==> config.mk <==
export PLATFORM = sky130hd
export DESIGN_NAME = one_wire_bus_master_unit
export DESIGN_NICKNAME = d
export VERILOG_FILES = /design/src/sv/owb_pkg.sv /design/src/sv/one_wire_bus_master_unit.sv /design/src/sv/owb_front.sv /design/src/sv/owb_back.sv
export SDC_FILE = /design/constraint.sdc
export NUM_CORES = 1
export LEC_CHECK = 0
export ABC_AREA = 1
export ABC_CLOCK_PERIOD_IN_PS = 6300
export BUFFER_PORTS_ARGS = -buffer_cell sky130_fd_sc_hd__buf_2
export CAP_MARGIN = 20
export CORE_UTILIZATION = 37
export DETAILED_ROUTE_END_ITERATION = 12
export PLACE_DENSITY = 0.58
export SLEW_MARGIN = 15
export SYNTH_ARGS = -nofsm -noshare
export SYNTH_HDL_FRONTEND = slang
export SYNTH_HIERARCHICAL = 1
export SYNTH_SLANG_ARGS = --single-unit
==> constraint.sdc <==
create_clock -name i_clk -period 6.3 [get_ports i_clk]
set_clock_uncertainty 0.15 [all_clocks]
set_input_delay 0.63 -clock i_clk [delete_from_list [all_inputs] [get_ports i_clk]]
set_output_delay 0.63 -clock i_clk [all_outputs]
set_load 0.03 [all_outputs]
==> src/sv/owb_pkg.sv <==
// ----------------------------------------------------------------------------
// owb_pkg
// Shared types and constants for the 1-Wire bus master unit.
// ----------------------------------------------------------------------------
package owb_pkg;

    // configuration register file
    localparam int CFG_NUM   = 8;
    localparam int CFG_IDX_W = 3;
    localparam int REG_W     = 10;

    // phase counter holds a register value or the reset recovery time
    localparam int CNT_W = 11;

    localparam logic [CNT_W-1:0] RESET_RECOVERY_US = 11'd410;
    localparam int               BITS_PER_BYTE     = 8;

    localparam int QUEUE_DEPTH_DEF = 4;

    // register indexes
    localparam logic [CFG_IDX_W-1:0] REG_SLOT_LOW_SHORT     = 3'd0;
    localparam logic [CFG_IDX_W-1:0] REG_WRITE_ONE_RELEASE  = 3'd1;
    localparam logic [CFG_IDX_W-1:0] REG_WRITE_ZERO_LOW     = 3'd2;
    localparam logic [CFG_IDX_W-1:0] REG_WRITE_ZERO_RELEASE = 3'd3;
    localparam logic [CFG_IDX_W-1:0] REG_READ_SAMPLE_WAIT   = 3'd4;
    localparam logic [CFG_IDX_W-1:0] REG_READ_RELEASE_REST  = 3'd5;
    localparam logic [CFG_IDX_W-1:0] REG_RESET_LOW_TIME     = 3'd6;
    localparam logic [CFG_IDX_W-1:0] REG_PRESENCE_WAIT      = 3'd7;

    // input kind codes
    localparam logic [2:0] KIND_TICK  = 3'd0;
    localparam logic [2:0] KIND_RESET = 3'd1;
    localparam logic [2:0] KIND_WBIT  = 3'd2;
    localparam logic [2:0] KIND_RBIT  = 3'd3;
    localparam logic [2:0] KIND_WBYTE = 3'd4;
    localparam logic [2:0] KIND_RBYTE = 3'd5;
    localparam logic [2:0] KIND_TBYTE = 3'd6;

    typedef enum logic [2:0] {
        CMD_TICK  = 3'd0,
        CMD_RESET = 3'd1,
        CMD_WBIT  = 3'd2,
        CMD_RBIT  = 3'd3,
        CMD_WBYTE = 3'd4,
        CMD_RBYTE = 3'd5,
        CMD_TBYTE = 3'd6,
        CMD_NONE  = 3'd7
    } t_cmd;

    typedef struct packed {
        t_cmd       cmd;
        logic [7:0] tx;
        logic       line;
    } t_item;

    typedef struct packed {
        logic  valid;
        t_item item;
    } t_head;

    function automatic logic [REG_W-1:0] cfg_reset_value(input logic [CFG_IDX_W-1:0] idx);
        logic [REG_W-1:0] v;
        case (idx)
            REG_SLOT_LOW_SHORT:     v = 10'd6;
            REG_WRITE_ONE_RELEASE:  v = 10'd64;
            REG_WRITE_ZERO_LOW:     v = 10'd60;
            REG_WRITE_ZERO_RELEASE: v = 10'd10;
            REG_READ_SAMPLE_WAIT:   v = 10'd9;
            REG_READ_RELEASE_REST:  v = 10'd55;
            REG_RESET_LOW_TIME:     v = 10'd480;
            REG_PRESENCE_WAIT:      v = 10'd70;
            default:                v = '0;
        endcase
        return v;
    endfunction

endpackage

==> src/sv/one_wire_bus_master_unit.sv <==
// ----------------------------------------------------------------------------
// one_wire_bus_master_unit
// 1-Wire bus master timed by microsecond tick items.
// ----------------------------------------------------------------------------
// Each input item is a tick (one microsecond, with the sampled line level)
// or a command: reset with presence detect, write/read bit, write/read/touch
// byte, LSB first. Every item yields exactly one result giving drive level,
// busy, done, received data, presence and rejection. Items go into a queue of
// QUEUE_DEPTH entries, so input is taken while a result waits on the output.
// The phase sequencer behind the queue takes a command once it is at the
// head and the result register is free. A tick spends one microsecond of the
// running phase and crosses every phase boundary it reaches, zero-length
// phases included, before it leaves the queue. A result is registered and is
// valid in the cycle after its item leaves the queue. Configuration writes
// are registered and always ready.
module one_wire_bus_master_unit #(
    parameter int QUEUE_DEPTH = owb_pkg::QUEUE_DEPTH_DEF
) (
    input  logic                          i_clk,
    input  logic                          i_rst_n,
    input  logic                          i_valid,
    output logic                          o_ready,
    input  logic [2:0]                    i_kind,
    input  logic [7:0]                    i_tx_byte,
    input  logic                          i_line_level,
    output logic                          o_valid,
    input  logic                          i_ready,
    output logic                          o_drive_low,
    output logic                          o_busy_res,
    output logic                          o_done_res,
    output logic [7:0]                    o_rx_byte,
    output logic                          o_presence,
    output logic                          o_rejected,
    input  logic                          i_cfg_valid,
    output logic                          o_cfg_ready,
    input  logic [owb_pkg::CFG_IDX_W-1:0] i_cfg_index,
    input  logic [owb_pkg::REG_W-1:0]     i_cfg_data
);

    owb_pkg::t_head head;
    logic           pop;

    assign o_cfg_ready = 1'b1;

    owb_front #(
        .QUEUE_DEPTH (QUEUE_DEPTH)
    ) u_front (
        .i_clk        (i_clk),
        .i_rst_n      (i_rst_n),
        .i_valid      (i_valid),
        .o_ready      (o_ready),
        .i_kind       (i_kind),
        .i_tx_byte    (i_tx_byte),
        .i_line_level (i_line_level),
        .o_head       (head),
        .i_pop        (pop)
    );

    owb_back u_back (
        .i_clk       (i_clk),
        .i_rst_n     (i_rst_n),
        .i_head      (head),
        .o_pop       (pop),
        .i_cfg_valid (i_cfg_valid),
        .i_cfg_index (i_cfg_index),
        .i_cfg_data  (i_cfg_data),
        .o_valid     (o_valid),
        .i_ready     (i_ready),
        .o_drive_low (o_drive_low),
        .o_busy_res  (o_busy_res),
        .o_done_res  (o_done_res),
        .o_rx_byte   (o_rx_byte),
        .o_presence  (o_presence),
        .o_rejected  (o_rejected)
    );

endmodule

==> src/sv/owb_front.sv <==
// ----------------------------------------------------------------------------
// owb_front
// Accepts input items, decodes the kind into a command and queues them.
// ----------------------------------------------------------------------------
module owb_front #(
    parameter int QUEUE_DEPTH = owb_pkg::QUEUE_DEPTH_DEF
) (
    input  logic            i_clk,
    input  logic            i_rst_n,
    input  logic            i_valid,
    output logic            o_ready,
    input  logic [2:0]      i_kind,
    input  logic [7:0]      i_tx_byte,
    input  logic            i_line_level,
    output owb_pkg::t_head  o_head,
    input  logic            i_pop
);

    localparam int PTR_W = (QUEUE_DEPTH > 1) ? $clog2(QUEUE_DEPTH) : 1;
    localparam int CNT_W = $clog2(QUEUE_DEPTH + 1);
    localparam logic [PTR_W-1:0] LAST_PTR = PTR_W'(QUEUE_DEPTH - 1);
    localparam logic [CNT_W-1:0] FULL_CNT = CNT_W'(QUEUE_DEPTH);

    owb_pkg::t_item r_mem [QUEUE_DEPTH];
    logic [PTR_W-1:0] r_wr, n_wr;
    logic [PTR_W-1:0] r_rd, n_rd;
    logic [CNT_W-1:0] r_cnt, n_cnt;
    owb_pkg::t_item   in_item;
    logic             push;
    logic             pop;

    function automatic owb_pkg::t_cmd decode_kind(input logic [2:0] kind);
        owb_pkg::t_cmd c;
        case (kind)
            owb_pkg::KIND_TICK:  c = owb_pkg::CMD_TICK;
            owb_pkg::KIND_RESET: c = owb_pkg::CMD_RESET;
            owb_pkg::KIND_WBIT:  c = owb_pkg::CMD_WBIT;
            owb_pkg::KIND_RBIT:  c = owb_pkg::CMD_RBIT;
            owb_pkg::KIND_WBYTE: c = owb_pkg::CMD_WBYTE;
            owb_pkg::KIND_RBYTE: c = owb_pkg::CMD_RBYTE;
            owb_pkg::KIND_TBYTE: c = owb_pkg::CMD_TBYTE;
            default:             c = owb_pkg::CMD_NONE;
        endcase
        return c;
    endfunction

    always_comb begin
        in_item.cmd  = decode_kind(i_kind);
        // write bit sends only bit 0
        in_item.tx   = (in_item.cmd == owb_pkg::CMD_WBIT) ? {7'd0, i_tx_byte[0]} : i_tx_byte;
        in_item.line = i_line_level;
    end

    assign o_ready = (r_cnt != FULL_CNT);
    assign push    = i_valid && o_ready;
    assign pop     = i_pop && (r_cnt != '0);

    always_comb begin
        n_wr  = r_wr;
        n_rd  = r_rd;
        n_cnt = r_cnt;
        if (push) begin
            n_wr = (r_wr == LAST_PTR) ? '0 : r_wr + 1'b1;
        end
        if (pop) begin
            n_rd = (r_rd == LAST_PTR) ? '0 : r_rd + 1'b1;
        end
        case ({push, pop})
            2'b10:   n_cnt = r_cnt + 1'b1;
            2'b01:   n_cnt = r_cnt - 1'b1;
            default: n_cnt = r_cnt;
        endcase
    end

    always_ff @(posedge i_clk) begin
        if (!i_rst_n) begin
            r_wr  <= '0;
            r_rd  <= '0;
            r_cnt <= '0;
        end else begin
            r_wr  <= n_wr;
            r_rd  <= n_rd;
            r_cnt <= n_cnt;
        end
    end

    always_ff @(posedge i_clk) begin
        if (push) begin
            r_mem[r_wr] <= in_item;
        end
    end

    assign o_head.valid = (r_cnt != '0);
    assign o_head.item  = r_mem[r_rd];

endmodule

==> src/sv/owb_back.sv <==
// ----------------------------------------------------------------------------
// owb_back
// Phase sequencer: runs bus slots of queued items one phase step per cycle (the
// last step waits for a free output), holding configuration and result registers.
// ----------------------------------------------------------------------------
module owb_back (
    input  logic                              i_clk,
    input  logic                              i_rst_n,
    input  owb_pkg::t_head                    i_head,
    output logic                              o_pop,
    input  logic                              i_cfg_valid,
    input  logic [owb_pkg::CFG_IDX_W-1:0]     i_cfg_index,
    input  logic [owb_pkg::REG_W-1:0]         i_cfg_data,
    output logic                              o_valid,
    input  logic                              i_ready,
    output logic                              o_drive_low,
    output logic                              o_busy_res,
    output logic                              o_done_res,
    output logic [7:0]                        o_rx_byte,
    output logic                              o_presence,
    output logic                              o_rejected
);

    typedef enum logic [3:0] {
        PH_IDLE     = 4'd0,
        PH_RST_LOW  = 4'd1,
        PH_RST_WAIT = 4'd2,
        PH_RST_REC  = 4'd3,
        PH_W1_LOW   = 4'd4,
        PH_W1_REL   = 4'd5,
        PH_W0_LOW   = 4'd6,
        PH_W0_REL   = 4'd7,
        PH_RD_LOW   = 4'd8,
        PH_RD_WAIT  = 4'd9,
        PH_RD_REST  = 4'd10
    } t_phase;

    logic [owb_pkg::REG_W-1:0] r_cfg [owb_pkg::CFG_NUM];

    t_phase                    r_phase, n_phase;
    logic [owb_pkg::CNT_W-1:0] r_count, n_count;
    owb_pkg::t_cmd             r_op, n_op;
    logic [2:0]                r_bit, n_bit;
    logic [7:0]                r_send, n_send;
    logic [7:0]                r_recv, n_recv;
    logic                      r_pres, n_pres;
    logic                      r_spent, n_spent;
    logic                      r_out_valid;

    owb_pkg::t_item            item;
    logic                      entered;
    logic                      fin;
    logic                      rej;
    logic                      term;
    logic                      out_free;
    logic                      step_go;
    logic [7:0]                rx;

    function automatic t_phase slot_phase(input owb_pkg::t_cmd op, input logic one);
        t_phase p;
        case (op)
            owb_pkg::CMD_WBIT,
            owb_pkg::CMD_WBYTE: p = one ? PH_W1_LOW : PH_W0_LOW;
            owb_pkg::CMD_TBYTE: p = one ? PH_RD_LOW : PH_W0_LOW;
            default:            p = PH_RD_LOW;
        endcase
        return p;
    endfunction

    function automatic logic [owb_pkg::CNT_W-1:0] phase_len(input t_phase p,
            input logic [owb_pkg::REG_W-1:0] cfg [owb_pkg::CFG_NUM]);
        logic [owb_pkg::REG_W-1:0] v;
        logic [owb_pkg::CNT_W-1:0] len;
        v   = '0;
        len = '0;
        case (p)
            PH_RST_LOW:  v = cfg[owb_pkg::REG_RESET_LOW_TIME];
            PH_RST_WAIT: v = cfg[owb_pkg::REG_PRESENCE_WAIT];
            PH_W1_LOW:   v = cfg[owb_pkg::REG_SLOT_LOW_SHORT];
            PH_W1_REL:   v = cfg[owb_pkg::REG_WRITE_ONE_RELEASE];
            PH_W0_LOW:   v = cfg[owb_pkg::REG_WRITE_ZERO_LOW];
            PH_W0_REL:   v = cfg[owb_pkg::REG_WRITE_ZERO_RELEASE];
            PH_RD_LOW:   v = cfg[owb_pkg::REG_SLOT_LOW_SHORT];
            PH_RD_WAIT:  v = cfg[owb_pkg::REG_READ_SAMPLE_WAIT];
            PH_RD_REST:  v = cfg[owb_pkg::REG_READ_RELEASE_REST];
            default:     v = '0;
        endcase
        len = (p == PH_RST_REC) ? owb_pkg::RESET_RECOVERY_US
                                : {{(owb_pkg::CNT_W-owb_pkg::REG_W){1'b0}}, v};
        return len;
    endfunction

    assign item = i_head.item;

    always_comb begin
        n_phase = r_phase;
        n_count = r_count;
        n_op    = r_op;
        n_bit   = r_bit;
        n_send  = r_send;
        n_recv  = r_recv;
        n_pres  = r_pres;
        n_spent = r_spent;
        entered = 1'b0;
        fin     = 1'b0;
        rej     = 1'b0;

        case (item.cmd)
            owb_pkg::CMD_TICK: begin
                if (r_phase != PH_IDLE) begin
                    if (r_count == '0) begin
                        // phase over: move to the next one
                        entered = 1'b1;
                        case (r_phase)
                            PH_RST_LOW:  n_phase = PH_RST_WAIT;
                            PH_RST_WAIT: begin
                                n_pres  = ~item.line;
                                n_phase = PH_RST_REC;
                            end
                            PH_W1_LOW:   n_phase = PH_W1_REL;
                            PH_W0_LOW:   n_phase = PH_W0_REL;
                            PH_RD_LOW:   n_phase = PH_RD_WAIT;
                            PH_RD_WAIT:  begin
                                n_recv  = {item.line, r_recv[7:1]};
                                n_phase = PH_RD_REST;
                            end
                            PH_W0_REL,
                            PH_W1_REL,
                            PH_RD_REST:  begin
                                if (r_phase == PH_W0_REL && r_op == owb_pkg::CMD_TBYTE) begin
                                    n_recv = {1'b0, r_recv[7:1]};
                                end
                                if ((r_op == owb_pkg::CMD_WBYTE || r_op == owb_pkg::CMD_RBYTE ||
                                     r_op == owb_pkg::CMD_TBYTE) &&
                                    r_bit < 3'(owb_pkg::BITS_PER_BYTE - 1)) begin
                                    n_bit   = r_bit + 3'd1;
                                    n_send  = {1'b0, r_send[7:1]};
                                    n_phase = slot_phase(r_op, r_send[1]);
                                end else begin
                                    n_phase = PH_IDLE;
                                    fin     = 1'b1;
                                end
                            end
                            default: begin
                                n_phase = PH_IDLE;
                                fin     = 1'b1;
                            end
                        endcase
                    end else if (!r_spent) begin
                        n_count = r_count - 1'b1;
                        n_spent = 1'b1;
                    end
                end
            end
            owb_pkg::CMD_NONE: begin
            end
            default: begin
                if (r_phase != PH_IDLE) begin
                    rej = 1'b1;
                end else begin
                    n_op    = item.cmd;
                    n_bit   = '0;
                    n_recv  = '0;
                    n_send  = item.tx;
                    n_phase = (item.cmd == owb_pkg::CMD_RESET) ? PH_RST_LOW
                                                               : slot_phase(item.cmd, item.tx[0]);
                    entered = 1'b1;
                end
            end
        endcase

        if (entered) begin
            n_count = phase_len(n_phase, r_cfg);
        end

        // a tick ends on an idle bus, or when counted down with phase time left
        if (item.cmd == owb_pkg::CMD_TICK) begin
            term = (n_phase == PH_IDLE) || ((n_count != '0) && n_spent);
        end else begin
            term = 1'b1;
        end

        rx = '0;
        if (fin) begin
            if (n_op == owb_pkg::CMD_RBIT) begin
                rx = {7'd0, n_recv[7]};
            end else if (n_op == owb_pkg::CMD_RBYTE || n_op == owb_pkg::CMD_TBYTE) begin
                rx = n_recv;
            end
        end
    end

    assign out_free = !r_out_valid || i_ready;
    assign step_go  = i_head.valid && (!term || out_free);
    assign o_pop    = i_head.valid && term && out_free;

    always_ff @(posedge i_clk) begin
        if (!i_rst_n) begin
            r_phase     <= PH_IDLE;
            r_count     <= '0;
            r_op        <= owb_pkg::CMD_TICK;
            r_bit       <= '0;
            r_send      <= '0;
            r_recv      <= '0;
            r_pres      <= 1'b0;
            r_spent     <= 1'b0;
            r_out_valid <= 1'b0;
            for (int i = 0; i < owb_pkg::CFG_NUM; i++) begin
                r_cfg[i] <= owb_pkg::cfg_reset_value(owb_pkg::CFG_IDX_W'(i));
            end
        end else begin
            if (i_cfg_valid) begin
                r_cfg[i_cfg_index] <= i_cfg_data;
            end
            if (step_go) begin
                r_phase <= n_phase;
                r_count <= n_count;
                r_op    <= n_op;
                r_bit   <= n_bit;
                r_send  <= n_send;
                r_recv  <= n_recv;
                r_pres  <= n_pres;
                r_spent <= term ? 1'b0 : n_spent;
            end
            if (o_pop) begin
                r_out_valid <= 1'b1;
            end else if (i_ready) begin
                r_out_valid <= 1'b0;
            end
        end
    end

    // result payload
    always_ff @(posedge i_clk) begin
        if (o_pop) begin
            o_drive_low <= (n_phase == PH_RST_LOW) || (n_phase == PH_W1_LOW) ||
                           (n_phase == PH_W0_LOW)  || (n_phase == PH_RD_LOW);
            o_busy_res  <= (n_phase != PH_IDLE);
            o_done_res  <= fin;
            o_rx_byte   <= rx;
            o_presence  <= n_pres;
            o_rejected  <= rej;
        end
    end

    assign o_valid = r_out_valid;

    a_done_not_busy: assert property (@(posedge i_clk) disable iff (!i_rst_n)
        r_out_valid && o_done_res |-> !o_busy_res)
        else $error("done reported while still busy");

    a_drive_busy: assert property (@(posedge i_clk) disable iff (!i_rst_n)
        r_out_valid && o_drive_low |-> o_busy_res)
        else $error("bus driven low while idle");

    a_reject_busy: assert property (@(posedge i_clk) disable iff (!i_rst_n)
        r_out_valid && o_rejected |-> o_busy_res && !o_done_res)
        else $error("rejection without a running command");

    a_rx_only_done: assert property (@(posedge i_clk) disable iff (!i_rst_n)
        r_out_valid && !o_done_res |-> o_rx_byte == 8'd0)
        else $error("receive data outside done");

    a_spent_mid_tick: assert property (@(posedge i_clk) disable iff (!i_rst_n)
        r_spent |-> i_head.valid && item.cmd == owb_pkg::CMD_TICK)
        else $error("spent flag left over without a tick in progress");

endmodule
==> flow_metrics.tcl, run 1 <==
set metrics [dict create \
    rows 57 \
    max_freq_mhz 182 \
    slew_violations 0 \
    synthFlopType "dfxtp_1" \
    die_width_um 161 \
    ctsResizeCount 0 \
    num_vias 8213 \
    synth_commonest_cells "nor2_1, nand2_1, dfxtp_1" \
    critPathMaxStageDelay_ns 0.61 \
    period_share_pct 87.0 \
    worstSetupEndpointType "flip-flop" \
    syn-num-nets 1319 \
    p_sw_mw 2.57 \
    p_comb_share_pct 48.8 \
    cts-htree-levels 4 \
    start_util_pct 38.0 \
    regArea_um2 4390 \
    postCtsSetupBuffers 0 \
    die-height_um 161 \
    layout-drive-gt1-share_pct 10.7 \
    dr.pass1.iters 6 \
    yosysMostFrequentCell "nor2_1" \
    grt_overflow_total 0 \
    root_buffer "clkbuf_16" \
    synthTopCellsByArea "dfxtp_1, edfxtp_1, nor2_1, nand2_1, nand3_1" \
    ant_nets 0 \
    wl_mm 24.7 \
    antenna_found_initial 0 \
    vdd_drop_max_v 0.000221 \
    nets 1336 \
    top_level_ports 46 \
    drc 0 \
    p_sw_share_pct 47.7 \
    final-setup-viol-count 0 \
    io_buffers 44 \
    synth_edf_count 61 \
    pre_cts_slack_ns 0.835 \
    yosys_warnings 6 \
    clkPwrFrac_pct 20.3 \
    yosysTopAreaCell "dfxtp_1" \
    synth_area_um2 9320 \
    numCtsBuffers 17 \
    vias_per_cell 5.03 \
    hold_path_class "in2reg" \
    critPathMaxFanout 31 \
    syn_inst 1280 \
    critPathSlowestCell "dfxtp_1" \
    clk_pin_slew_ns 0.08 \
    first_global_vias 7474 \
    syn_area_per_cell_um2 7.28 \
    gp_congestion 0.841 \
    clockBufferDepth 2 \
    synth_top_cell_area_share_pct 27.5 \
    maxSlewHeadroom_pct 34.5 \
    worst_pin_slew_ns 0.977 \
    async_flop_share_pct 0 \
    cts_hold_buf 0 \
    dr.first_iter.drc_count 736 \
    p_per_area_nw_per_um2 521 \
    worstSetupPathType "reg2reg" \
    dp_hpwl_mm 17.0 \
    worstSkewPairLatency_ns 0.44 \
    fillerInstances 2608 \
    antenna_cells 0 \
    leakage_nw 4.67 \
    die_area_um2 25800 \
    track_usage_pct 19.7 \
    core_area_um2 24500 \
    crit_path_start_kind "flip-flop" \
    grt_pass1_wl_mm 40.3 \
    setup_ws_ns 0.818 \
    ys_ff_latch 189 \
    syn2layout_area_growth_pct 10.8 \
    critPathRequiredTime_ns 6.51 \
    max_cap_viol_count 0 \
    seq_power_share_pct 30.9 \
    fin_setup_tns_ns 0 \
    rsz0062_at_grt "false" \
    tritoncts "built" \
    finalCriticalPeriod_ns 5.48 \
    ys_types 49 \
    power.internal_mw 2.82 \
    hold_viol_final 0 \
    routedWlPerCell_um 15.1 \
    multi_input_area_um2 4260 \
    cts_sinks 189 \
    status "finished, final reports clean" \
    ys_seq_area_share_pct 47.1 \
    crit_top_cell "nand2_1" \
    arrival_ns 5.69 \
    grt_start_max_net_pins 77 \
]
==> per-stage QoR <==
step           cell area (µm²)  util [%]  std cells  power, mW  hold slack [ns]
5_1_grt                  10300      42.1       1634       5.81            0.251
3_5_place_dp              9730      39.7       1602       4.29            0.293
4_1_cts                  10300      42.1       1634       5.39            0.250
6_report                 10300      42.1       1634       5.38            0.261
2_1_floorplan             9320         -       1280       3.69            0.279
3_3_place_gp              9720      39.6       1600       4.28            0.288
==> cells by family after synthesis <==
kind of cell | count (synthesis) | synth area share [%]
other | 1 | 0.0402
and+or+nand+nor | 759 | 34.4
muxes | 2 | 0.215
DFF | 189 | 47.1
adders and majority gates | 9 | 1.29
buffers and inverters | 152 | 7.17
AOI/OAI and AO/OA | 165 | 9.49
xor gates and xnor gates | 3 | 0.282
==> placed cells by master (no fill, tap or decap), types with 4 or more instances in the layout <==
cell	count
buf_4	14
nor2_2	11
o21ai_1	19
dfxtp_1	128
clkinv_4	4
ha_1	8
o21ai_0	88
nand2_2	9
nand3_1	100
inv_2	12
nand4_1	12
edfxtp_1	61
nand2_1	295
nor2_1	311
inv_1	69
a21oi_1	33
nand2_4	6
clkbuf_16	17
o22ai_1	13
clkinv_1	9
inv_8	5
buf_2	43
==> critical path: cells and delay by family (launching register included) <==
family | cells | cell delay, ns
flops | 1 | 0.61
buf+inv | 5 | 1.12
fa+ha+maj | 2 | 0.62
compound gates | 5 | 0.77
simple gates | 16 | 2.10
==> power groups by stage <==
stage | registers [mW] | logic [mW] | clock network [mW]
2_1_floorplan | 1.73 | 1.96 | 0
3_3_place_gp | 1.69 | 2.60 | 0
3_5_place_dp | 1.69 | 2.61 | 0
4_1_cts | 1.66 | 2.62 | 1.11
5_1_grt | 1.69 | 2.96 | 1.16
6_report | 1.66 | 2.63 | 1.09
==> metal layers <==
layer / GRT usage (%) / vias up / share of wire, %
li1: - / 4155 / -
met1: 28.0 / 3807 / 49
met2: 31.1 / 213 / 45
met3: 2.53 / 38 / 4.1
met4: 6.39 / 0 / 2.1
met5: 0 / - / 0
==> worst paths after layout <==
check	startpoint	endpoint	slack [ns]	cells after the start
max reg2reg	flip-flop	u_front/r_cnt[1]$_SDFFE_PN0P_	0.82	28
max	flip-flop	u_front/r_cnt[1]$_SDFFE_PN0P_	0.82	28
min reg2reg	u_back/r_cfg[17]$_SDFFE_PN1P_	u_back/r_cfg[17]$_SDFFE_PN1P_	0.31	2
min	i_line_level	u_front/r_mem[0][0]$_DFFE_PP_	0.26	1
==> cell type report <==
class	count	share of cell area, %
timing repair buffer	57	3.10
inverter	93	3.44
clock inverter	14	1.59
multi-input combinational	939	41.2
sequential	189	42.6
clock buffer	18	4.16
tap	324	3.93
==> state kept, by name, summed over array words and instances, names as in the netlist, named ones only <==
register	flops
u_back/r_cfg	80
u_front/r_mem	48
u_back/r_count	11
u_back/o_rx_byte	8
u_back/r_recv	8
u_back/r_send	7
u_back/r_phase	4
u_back/r_bit	3
u_back/r_op	3
u_front/r_cnt	3
u_front/r_rd	2
u_front/r_wr	2
u_back/o_busy_res	1
u_back/o_done_res	1
u_back/o_drive_low	1
u_back/o_presence	1
u_back/o_rejected	1
u_back/o_valid	1
u_back/r_pres	1
u_back/r_spent	1
(Power assumes the default switching activity.)
==> inputs of run 2 (changes only) <==
--- a/config.mk
+++ b/config.mk
@@ -10,6 +10,7 @@
 export BUFFER_PORTS_ARGS = -buffer_cell sky130_fd_sc_hd__buf_2
 export CAP_MARGIN = 20
 export CORE_UTILIZATION = 37
+export CTS_BUF_LIST = sky130_fd_sc_hd__clkbuf_16
 export DETAILED_ROUTE_END_ITERATION = 12
 export PLACE_DENSITY = 0.58
 export SLEW_MARGIN = 15
==> flow_metrics.tcl, run 2 (synthesis gave the netlist of run 1 again) <==
set metrics [dict create \
    status "finished, final reports clean" \
    worst_pin_slew_ns 0.977 \
    grt_overflow_total 0 \
    core_area_um2 24500 \
    routedWlPerCell_um 15.1 \
    critPathMaxStageDelay_ns 0.61 \
    arrival_ns 5.72 \
    pre_cts_slack_ns 0.835 \
    wl_mm 24.6 \
    crit_top_cell "nand2_1" \
    num_vias 8214 \
    die_width_um 161 \
    layout_common_cells "nor2_1, nand2_1, dfxtp_1" \
    clkPwrFrac_pct 20.2 \
    largest-register "u_back/r_cfg" \
    slew_violations 0 \
    critPathRequiredTime_ns 6.53 \
    hold_viol_final 0 \
    dr.pass1.iters 5 \
    tritoncts "built" \
    p_comb_share_pct 48.9 \
    start_util_pct 38.0 \
    track_usage_pct 19.7 \
    critPathMaxFanout 27 \
    cts_sinks 189 \
    worstSkewPairLatency_ns 0.44 \
    dp_hpwl_mm 17.0 \
    ctsResizeCount 0 \
    drc 0 \
    root_buffer "clkbuf_16" \
    p_sw_share_pct 47.7 \
    reg_top3 "u_back/r_cfg: 80 flops, u_front/r_mem: 48 flops, u_back/r_count: 11 flops" \
    p_sw_mw 2.57 \
    crit_path_start_kind "flip-flop" \
    final-setup-viol-count 0 \
    antenna_cells 0 \
    postCtsSetupBuffers 0 \
    dr.first_iter.drc_count 736 \
    antenna_found_initial 0 \
    syn2layout_area_growth_pct 10.8 \
    max_freq_mhz 182 \
    use_met3_pct 2.53 \
    max_cap_viol_count 0 \
    first_global_vias 7474 \
    cts_hold_buf 0 \
    power.internal_mw 2.81 \
    grt_start_max_net_pins 77 \
    busiest_layer "met2" \
    seq_power_share_pct 30.9 \
    final_common_cell "nor2_1" \
    maxSlewHeadroom_pct 34.5 \
    top_level_ports 46 \
    worstSetupEndpointType "flip-flop" \
    hold_path_class "in2reg" \
    critPathSlowestCell "dfxtp_1" \
    leakage_nw 4.68 \
    p_per_area_nw_per_um2 521 \
    period_share_pct 87.1 \
    cts-htree-levels 4 \
    grt_pass1_wl_mm 40.3 \
    largest_reg_flops 80 \
    vias_per_cell 5.03 \
    grtUsageMet2_pct 31.1 \
    vdd_drop_max_v 0.000220 \
    io_buffers 44 \
    rsz0062_at_grt "false" \
    clk_pin_slew_ns 0.08 \
    clockBufferDepth 2 \
    fin_setup_tns_ns 0 \
    die-height_um 161 \
    r2r_slack_ns 0.81 \
    worstSetupPathType "reg2reg" \
    nets 1336 \
    setup_ws_ns 0.811 \
    finalCriticalPeriod_ns 5.49 \
    numCtsBuffers 17 \
    gp_congestion 0.841 \
    die_area_um2 25800 \
    use_met1_pct 28.0 \
    ant_nets 0 \
    layout-drive-gt1-share_pct 10.7 \
    rows 57 \
]
run 2: worst paths after layout:
kind / depth (start not counted) / start / end
hold reg to reg: 2 / u_back/r_cfg[6]$_SDFFE_PN1P_ / u_back/r_cfg[6]$_SDFFE_PN1P_
hold / removal: 1 / i_line_level / u_front/r_mem[0][0]$_DFFE_PP_
setup reg to reg: 32 / flip-flop / u_front/r_cnt[2]$_SDFFE_PN0P_
setup / recovery: 32 / flip-flop / u_front/r_cnt[2]$_SDFFE_PN0P_
run 2: worst max-delay path: cells and delay by family (launching register included):
family / cells / cell delay [ns]
fa+ha+maj: 2 / 0.54
simple gates: 21 / 2.68
compound gates: 3 / 0.43
buf+inv: 6 / 1.01
flops: 1 / 0.61
run 2: per-layer routing:
layer | share of wire [%] | wire length, µm | vias to the layer above
li1 | - | - | 4156
met1 | 49 | 12000 | 3802
met2 | 45 | 11100 | 219
met3 | 4.2 | 1020 | 37
met4 | 2.1 | 507 | 0
met5 | 0 | 0 | -
run 2: power groups by stage:
| stage | registers (mW) | clock network [mW] | logic, mW |
|---|---|---|---|
| after detailed placement | 1.69 | 0 | 2.61 |
| after floorplan | 1.73 | 0 | 1.96 |
| final | 1.66 | 1.09 | 2.63 |
| after global placement | 1.69 | 0 | 2.60 |
| after CTS | 1.66 | 1.11 | 2.62 |
| after global routing | 1.69 | 1.16 | 2.96 |
run 2: cell type report:
type,instances,area [µm²]
clock buffer,17,425
clock inverter,15,168
fill,2608,14200
inverter,93,355
multi-input combinational,939,4260
sequential,189,4390
tap,324,405
timing repair buffer,57,320
run 2: through the flow:
stage / util (%) / cell area, µm² / hold slack (ns) / power, mW / cells
after floorplan: - / 9320 / 0.279 / 3.69 / 1280
after global placement: 39.6 / 9720 / 0.288 / 4.28 / 1600
after detailed placement: 39.7 / 9730 / 0.293 / 4.29 / 1602
after CTS: 42.1 / 10300 / 0.250 / 5.39 / 1634
after global routing: 42.1 / 10300 / 0.251 / 5.80 / 1634
final: 42.1 / 10300 / 0.261 / 5.38 / 1634
==> inputs of run 3 (changes only) <==
==> constraint.sdc (replaced) <==
create_clock -name i_clk -period 6.3 [get_ports i_clk]
set_clock_uncertainty 0.15 [all_clocks]
set_input_delay 1.26 -clock i_clk [delete_from_list [all_inputs] [get_ports i_clk]]
set_output_delay 1.26 -clock i_clk [all_outputs]
set_load 0.03 [all_outputs]
==> flow_metrics.tcl, run 3 (synthesis gave the netlist of run 1 again) <==
set metrics [dict create \
    status "finished, final reports clean" \
    first_global_vias 7466 \
    reg_top3 "u_back/r_cfg: 80 flops, u_front/r_mem: 48 flops, u_back/r_count: 11 flops" \
    gp_congestion 0.842 \
    nets 1336 \
    hold_path_class "reg2reg" \
    critical_path_buf_inv_count 7 \
    p_per_area_nw_per_um2 517 \
    worstSkewPairLatency_ns 0.43 \
    final_common_cell "nor2_1" \
    grt_start_max_net_pins 63 \
    maxSlewHeadroom_pct 41.3 \
    dr.pass1.iters 5 \
    num_vias 8133 \
    clockBufferDepth 2 \
    start_util_pct 38.0 \
    wl_mm 24.5 \
    rsz0062_at_grt "false" \
    max_freq_mhz 181 \
    multi_input_area_um2 4260 \
    antenna_found_initial 0 \
    critPathSlowestCell "dfxtp_1" \
    fin_setup_tns_ns 0 \
    period_share_pct 87.7 \
    layout-drive-gt1-share_pct 10.6 \
    worst_pin_slew_ns 0.875 \
    numCtsBuffers 17 \
    ant_nets 0 \
    max_cap_viol_count 0 \
    dp_hpwl_mm 16.9 \
    rows 57 \
    vias_per_cell 4.98 \
    io_buffers 44 \
    cts-htree-levels 4 \
    postCtsSetupBuffers 0 \
    final-setup-viol-count 0 \
    critPathRequiredTime_ns 6.49 \
    vdd_drop_max_v 0.000321 \
    fillerInstances 2546 \
    layout_common_cells "nor2_1, nand2_1, dfxtp_1" \
    routedWlPerCell_um 15.0 \
    final_core_util_pct 42.0 \
    grt_pass1_wl_mm 39.8 \
    die_width_um 161 \
    regArea_um2 4390 \
    die_area_um2 25800 \
    die-height_um 161 \
    slew_violations 0 \
    crit_top_cell "nand2_1" \
    hold_viol_final 0 \
    track_usage_pct 19.5 \
    cts_hold_buf 0 \
    crit_path_start_kind "flip-flop" \
    hp-start "u_back/r_cfg[55]$_SDFFE_PN1P_" \
    leakage_nw 4.66 \
    core_area_um2 24500 \
    finalCriticalPeriod_ns 5.52 \
    tritoncts "built" \
    syn2layout_area_growth_pct 10.5 \
    worstSetupEndpointType "flip-flop" \
    critPathMaxStageDelay_ns 0.59 \
    ctsResizeCount 0 \
    arrival_ns 5.71 \
    drc 0 \
    largest-register "u_back/r_cfg" \
    grt_overflow_total 0 \
    dr.first_iter.drc_count 693 \
    antenna_cells 0 \
    largest_reg_flops 80 \
    cts_sinks 189 \
    clk_pin_slew_ns 0.08 \
    worstSetupPathType "reg2reg" \
    root_buffer "clkbuf_16" \
    crit_family "simple AND/OR/NAND/NOR gates" \
    top_level_ports 46 \
    critPathMaxFanout 27 \
]
## run 3: cell count changes in the layout (fill, tap and decap cells not counted)
cell	change
bufinv_16	-1
clkinv_2	+1
clkinv_4	-2
clkinv_8	+1
clkinvlp_4	+1
inv_1	+1
inv_4	+1
inv_8	-2
## run 3: through the flow
step	total power, mW	cells	setup WS (ns)	area [µm²]	hold slack [ns]
2_1_floorplan	3.69	1280	1.49	9320	0.279
3_3_place_gp	4.28	1600	0.931	9720	0.288
3_5_place_dp	4.29	1602	0.813	9730	0.294
4_1_cts	5.33	1634	0.802	10300	0.313
5_1_grt	5.74	1634	0.181	10300	0.333
6_report	5.32	1634	0.777	10300	0.311
## run 3: cell type report
class | count | share of cell area (%)
Sequential cell | 189 | 42.7
Multi-Input combinational cell | 939 | 41.4
Clock buffer | 17 | 4.13
Tap cell | 324 | 3.94
Inverter | 93 | 3.45
Timing Repair Buffer | 57 | 3.11
Clock inverter | 15 | 1.32
## run 3: where the power goes
part | switching, mW | internal, mW
Combinational | 1.89 | 0.737
Sequential | 0.152 | 1.51
Clock | 0.508 | 0.521
Total | 2.55 | 2.77
## run 3: final timing paths
kind / slack (ns) / cells past startpoint / to
worst max-delay path: 0.78 / 33 / u_front/r_cnt[2]$_SDFFE_PN0P_
worst min-delay path: 0.31 / 2 / u_back/r_cfg[55]$_SDFFE_PN1P_
worst max register to register: 0.78 / 33 / u_front/r_cnt[2]$_SDFFE_PN0P_
worst min register to register: 0.31 / 2 / u_back/r_cfg[55]$_SDFFE_PN1P_
## run 3: tightest hold or removal path, cell delays in order, from the launching register on
cell     delay [ns]
dfxtp_1        0.33
nand2_1        0.05
nand3_1        0.05
## run 3: routing by layer
metal	part of all wire [%]	up-vias	track usage, %
li1	-	4158	-
met5	0	-	0
met2	45	181	30.4
met4	2.1	0	6.60
met3	3.6	33	2.87
met1	49	3761	27.6
